File: src/rtl/ncc_pkg.sv
// Package for the normal cone cull test core.
// Shared types, codes and fixed-point constants; no dependencies.
`timescale 1ns / 1ps

package ncc_pkg;

  // Register stages from input capture to the output register.
  localparam int NUM_STAGES = 11;

  typedef logic [NUM_STAGES-1:0] stage_vec_t;

  // Pipeline control that the datapath modules follow.
  typedef struct packed {
    stage_vec_t en;   // stage register loads this cycle
    stage_vec_t vld;  // stage register holds a live request
  } pipe_ctl_t;

  // Test kinds.
  typedef enum logic {
    OP_BACKFACE  = 1'b0,
    OP_FRONTFACE = 1'b1
  } op_t;

  // Configuration register indexes.
  typedef enum logic [1:0] {
    CFG_VIEW_X = 2'd0,
    CFG_VIEW_Y = 2'd1,
    CFG_VIEW_Z = 2'd2
  } cfg_idx_t;

  // Geometry results handed to the wide arithmetic back end.
  typedef struct packed {
    logic        sign_ok;  // sign of the cone term matches the test kind
    logic [15:0] spmag;    // |spread|
    logic [64:0] smag;     // |sum(D * axis)|
    logic [96:0] q;        // sum(D * D)
  } geom_t;

  // Threshold term: 1000 * F >= 32766^2 * 3276 * 65536 becomes F >= F_MIN.
  localparam logic [63:0] CULL_K =
    64'd32766 * 64'd32766 * 64'd3276 * 64'd65536;
  localparam logic [63:0] F_MIN = (CULL_K + 64'd999) / 64'd1000;

  // Scale of the squared comparison: M^2 with M = 32766 * 3276.
  localparam logic [63:0] CULL_M   = 64'd32766 * 64'd3276;
  localparam logic [63:0] CULL_M2  = CULL_M * CULL_M;
  localparam logic [53:0] M2       = CULL_M2[53:0];
  localparam logic [26:0] M2_LO    = CULL_M2[26:0];
  localparam logic [26:0] M2_HI    = CULL_M2[53:27];

endpackage

File: src/rtl/ncc_ctrl.sv
// Pipeline control for the normal cone cull test core.
// Valid bits and stage load enables; uses ncc_pkg.
`timescale 1ns / 1ps

module ncc_ctrl (
  input  logic               clk,
  input  logic               rst_n,
  input  logic               in_valid,
  input  logic               out_stall,
  output logic               in_stall,
  output logic               out_valid,
  output ncc_pkg::pipe_ctl_t ctl
);

  ncc_pkg::stage_vec_t vld_r;
  ncc_pkg::stage_vec_t vld_nxt;
  ncc_pkg::stage_vec_t en;

  // A stage loads when it is empty or when the stage after it moves on.
  always_comb begin
    en[ncc_pkg::NUM_STAGES-1] = !vld_r[ncc_pkg::NUM_STAGES-1] || !out_stall;
    for (int k = ncc_pkg::NUM_STAGES - 2; k >= 0; k--) begin
      en[k] = !vld_r[k] || en[k+1];
    end
  end

  // Valid bits travel with the data.
  always_comb begin
    vld_nxt = vld_r;
    if (en[0]) begin
      vld_nxt[0] = in_valid;
    end
    for (int k = 1; k < ncc_pkg::NUM_STAGES; k++) begin
      if (en[k]) begin
        vld_nxt[k] = vld_r[k-1];
      end
    end
  end

  always_ff @(posedge clk) begin
    if (!rst_n) begin
      vld_r <= '0;
    end else begin
      vld_r <= vld_nxt;
    end
  end

  assign in_stall  = !en[0];
  assign out_valid = vld_r[ncc_pkg::NUM_STAGES-1];
  assign ctl.en    = en;
  assign ctl.vld   = vld_r;

endmodule

File: config.mk
export PLATFORM = sky130hd
export DESIGN_NAME = ncc_ctrl
export DESIGN_NICKNAME = d
export VERILOG_FILES = /design/src/rtl/ncc_pkg.sv /design/src/rtl/ncc_ctrl.sv
export SDC_FILE = /design/constraint.sdc
export NUM_CORES = 1
export LEC_CHECK = 0
export BUFFER_PORTS_ARGS = -buffer_cell sky130_fd_sc_hd__buf_2
export CAP_MARGIN = 15
export CELL_PAD_IN_SITES_DETAIL_PLACEMENT = 0
export CELL_PAD_IN_SITES_GLOBAL_PLACEMENT = 1
export CORE_ASPECT_RATIO = 0.9
export CORE_MARGIN = 5
export CORE_UTILIZATION = 29
export DETAILED_ROUTE_END_ITERATION = 8
export GPL_ROUTABILITY_DRIVEN = 1
export PLACE_DENSITY_LB_ADDON = 0.05
export SLEW_MARGIN = 20
export SYNTH_ARGS = -nofsm -noshare
export SYNTH_HDL_FRONTEND = slang
export SYNTH_SLANG_ARGS = --single-unit
File: constraint.sdc
create_clock -name clk -period 2.37 [get_ports clk]
set_input_delay 0.1185 -clock clk [delete_from_list [all_inputs] [get_ports clk]]
set_output_delay 0.1185 -clock clk [all_outputs]
set_load 0.01 [all_outputs]
* Word-level counts from Yosys, hierarchy flattened
Cells that the tools add are included.
** Storage, ports and cells
- Register bits after elaboration :: 11
- Bits of input ports :: 4
- Output and inout bits :: 24
- Logic and storage cells :: 35
** Cells by class
- Reductions and logical operators :: 24
** Operator list (number)
- logical NOT 1 bit :: 13
- logical OR 1 bit :: 11

* Logic depth before layout (Yosys ltp)
- Depth in word-level cells :: 13
- Gate-level depth with buffers :: 4
- Mapped depth without buffers :: 4

* Worst setup path after synthesis
OpenSTA, ideal clock, no wires.
- Kind :: register to output
- Start :: register vld_r[10]
- End :: output port ctl[11] (netlist name)
- Arrival :: 1.236 ns
- Data required time :: 2.251 ns
- Setup slack :: 1.016 ns
- Cell stages (with the launch flop) :: 5
- Buffers on the path :: 0
- Cells stage by stage :: dfxtp_1 and4_4 inv_4 nor4_4 inv_1
** RTL lines
- from (decl) :: RTL line ncc_ctrl.sv:15 : ncc_pkg::stage_vec_t vld_r;
- from (signal assigned) :: RTL line ncc_ctrl.sv:44 : vld_r <= vld_nxt;
- to (decl) :: RTL line ncc_ctrl.sv:12 : output ncc_pkg::pipe_ctl_t ctl

==> results.md <==
- Result of the run: finished clean
- Reg with most FFs: vld_r
- Max-cap viol count: 0
- Minimum setup slack among reg-to-reg paths: roughly 1100 ps
- Crit path required time: 2250 ps
- ANT nets after route: 0
- Maximum fanout along the worst path: 6
- Initial core utilization: 31.4%
- Most common cell in the netlist: dfxtp_1
- H-Tree Level Count: 1
- Met2 Track Usage GR: 16.3%
- Number of synthesized flops with an enable pin: 0
- Transition time at the pin with the least slew margin: around 270 ps
- Post-synth top cells: 11 x dfxtp_1, 8 x inv_1, 5 x nand3_1, 5 x o21a_1, 4 x nand2_1
- Top cells by area, synth: dfxtp_1 47%, o21a_1 8.1%, inv_1 6.5%
- Number of port buffers: 27
- Cell count after synthesis: 52
- WP data arrival: 1500 ps
- Pin count of the biggest net entering global routing: 13
- Critical Path Source Type: flip-flop
- Half-perimeter wire length after detailed placement: approximately 910 um
- Number of cells in the finished layout apart from fillers: 103
- Mean Syn Cell Area: 8.93 sq um
- Largest area contributor in the netlist: dfxtp_1
- Final clock period utilization by the worst path: 68.2%
- Async set-or-reset flop fraction in the synthesized netlist: 0%
- Count of hold buffers inserted by post-cts repair: 0
- Number of different library cells in the post-synthesis netlist: 19
- Final clock skew: between 3 and 4 ps
- Final-report max-slew violation count: 0
- Via density per instance: roughly 4.4
- Synthesized netlist net count: 56
- Largest register FFs: 11
- GR met3 Demand/Resource: under 10%
- Critical Path End Type: output port
- Total of flip-flops plus latches after synthesis: 11
- DRT Wirelength: 1.14 mm
- Origin of the critical flop-to-flop path: vld_r[10]
- Clock latency on the worst-skew pair: around 260 ps
- Setup violations, final: 0
- Standard-cell row count: 13
- Cell total after placement: 99
- Count of unresolved DRC violations after routing: 0
- Initial antenna violation count: 0
- Class of the most critical hold timing path: in -> reg
- Most common flop cell mapped by yosys: dfxtp_1
- Count of boundary I/O pins: 28
- Leak: 0.000262 uW
- Hold Path Cell Cnt: 2
- Synthesis Warnings: 0
- Post-CTS repair timing setup buffer count: 0
- Minimum clock period: 1620 ps
- Number of iterations in the first detailed-routing pass: 4
- Die width: 52.2 um
- Routed wirelength normalized by instance count: 11.1 um
- GRT Max-Usage Layer: met2
- Total standard cell area after synthesis: 464 sq um
- Antenna Cells: 0
- Total negative setup slack: 0 ps
- Chip Height: between 40 and 50 um
- Routing usage on met1: 10.5%
- Die Outline Area: 0.00250 sq mm
- Capture instance of the worst register-to-register path: vld_r[0]
- Number of vias after detailed routing: 451
- P&R area growth vs syn: 38.3%
- Final Net Count: 86
- Path type of the worst setup path: reg -> out
- Sequential cell area fraction in the yosys report: 47.4%
- Worst hold endpoint: vld_r[0]
- GRT Residual Overflow: 0
- Cell at the root of the clock tree: clkbuf_4
- Startpoint of the tightest hold check path: in_valid
- Worst reg2reg path depth: 4
- First-pass GRT wire length: 1.78 mm
- Standard cell core area: 0.00148 sq mm
- Clock tree from TritonCTS: done
- Number of sinks driven by the clock tree: 11
- Post-CTS resize count: 0
- Worst vdd rail ir drop: 260 uV
- Area fraction of the dominant cell type after synthesis: 47.4%
- DRC violation total after the first TritonRoute iteration: 3
- Unrepaired setup endpoints after global routing: no
- Routability congestion estimate: 0.731
- Maximum count of clock buffers along a single path: 2
- Vias in the first global route: 417
- Total power per unit cell area: 512 mW/mm^2
- Biggest regs: vld_r x11
- Highest Clock Rate: 0.619 GHz
- Aggregate global-route resource usage: 10.0%
- Worst-path clk slew: around 60 ps
- Final hold vios: 0
- Worst max-slew margin expressed relative to the limit: 81.8%
- Number of buffers inserted during clock tree synthesis: 3
- Share of post-route cells with drive strength above 1: 42.0%
-- worst max-delay path: stages, from the launching register on --
cell and delay (ps):
dfxtp_1 390, and4_4 280, inv_4 60, nor4_4 300, inv_1 60, buf_2 140
-- cells in the final DEF (no fill, tap or decap) --
master | synthesis | layout
buf_2 | 0 | 27
dfxtp_1 | 11 | 11
inv_1 | 8 | 8
nand3_1 | 5 | 5
o21a_1 | 5 | 5
nand2_1 | 4 | 4
clkbuf_4 | 0 | 3
nor3_1 | 2 | 2
nand4_1 | 2 | 2
a21boi_0 | 2 | 2
a21oi_1 | 2 | 2
nor2b_1 | 2 | 2
and4_4 | 1 | 1
inv_4 | 1 | 1
nor2_2 | 1 | 1
nor4_4 | 1 | 1
nor2_1 | 1 | 1
a22o_1 | 1 | 1
o31ai_1 | 1 | 1
clkbuf_1 | 1 | 1
-- cell families (layout without fill, tap and decap cells) --
group | count (synthesis) | in the layout | synth area share (%)
compound gates | 11 | 11 | 17.0
buf+inv | 11 | 40 | 10.2
flops | 11 | 11 | 47.4
simple gates | 19 | 19 | 25.3
-- how the worst max path moves through the flow --
stage               startpoint  endpoint  depth (start not counted)
detailed placement   vld_r[10]   ctl[11]                          5
CTS                  vld_r[10]   ctl[11]                          5
finish               vld_r[10]   ctl[11]                          5
global placement     vld_r[10]   ctl[11]                          5
floorplan            vld_r[10]   ctl[11]                          4
global route         vld_r[10]   ctl[12]                          5
-- power by group --
| group | leakage (uW) | switching (uW) | internal (uW) | total (uW) |
|---|---|---|---|---|
| Sequential | 0.0000892 | 2.52 | 187 | 190 |
| Clock | 0.0000150 | 59.5 | 65.1 | 125 |
| Combinational | 0.000158 | 7.66 | 6.35 | 14.0 |
-- final cells by class --
class,instances,area (sq um)
timing repair buffer,27,135
clock buffer,4,26.3
tap,22,27.5
multi-input combinational,30,196
sequential,11,220
inverter,9,36.3
fill,177,838
-- layer usage --
layer  part of all wire (%)  vias to the layer above
li1                       -                      234
met1                     44                      203
met2                     46                       14
met3                     11                        0
met4                      0                        0
met5                      0                        -
-- stage by stage --
stage	util, %	cell area [sq um]	total power [uW]	hold slack [ps]	worst slack [ps]
6_report	43.4	642	329	65.8	754
5_1_grt	43.4	642	348	53.2	592
4_1_cts	43.4	642	337	55.1	731
3_5_place_dp	41.6	616	209	331	1030
3_3_place_gp	41.6	616	209	329	1050
2_1_floorplan	-	464	201	243	1020
Note: power is estimated with default switching activity, not from simulation.
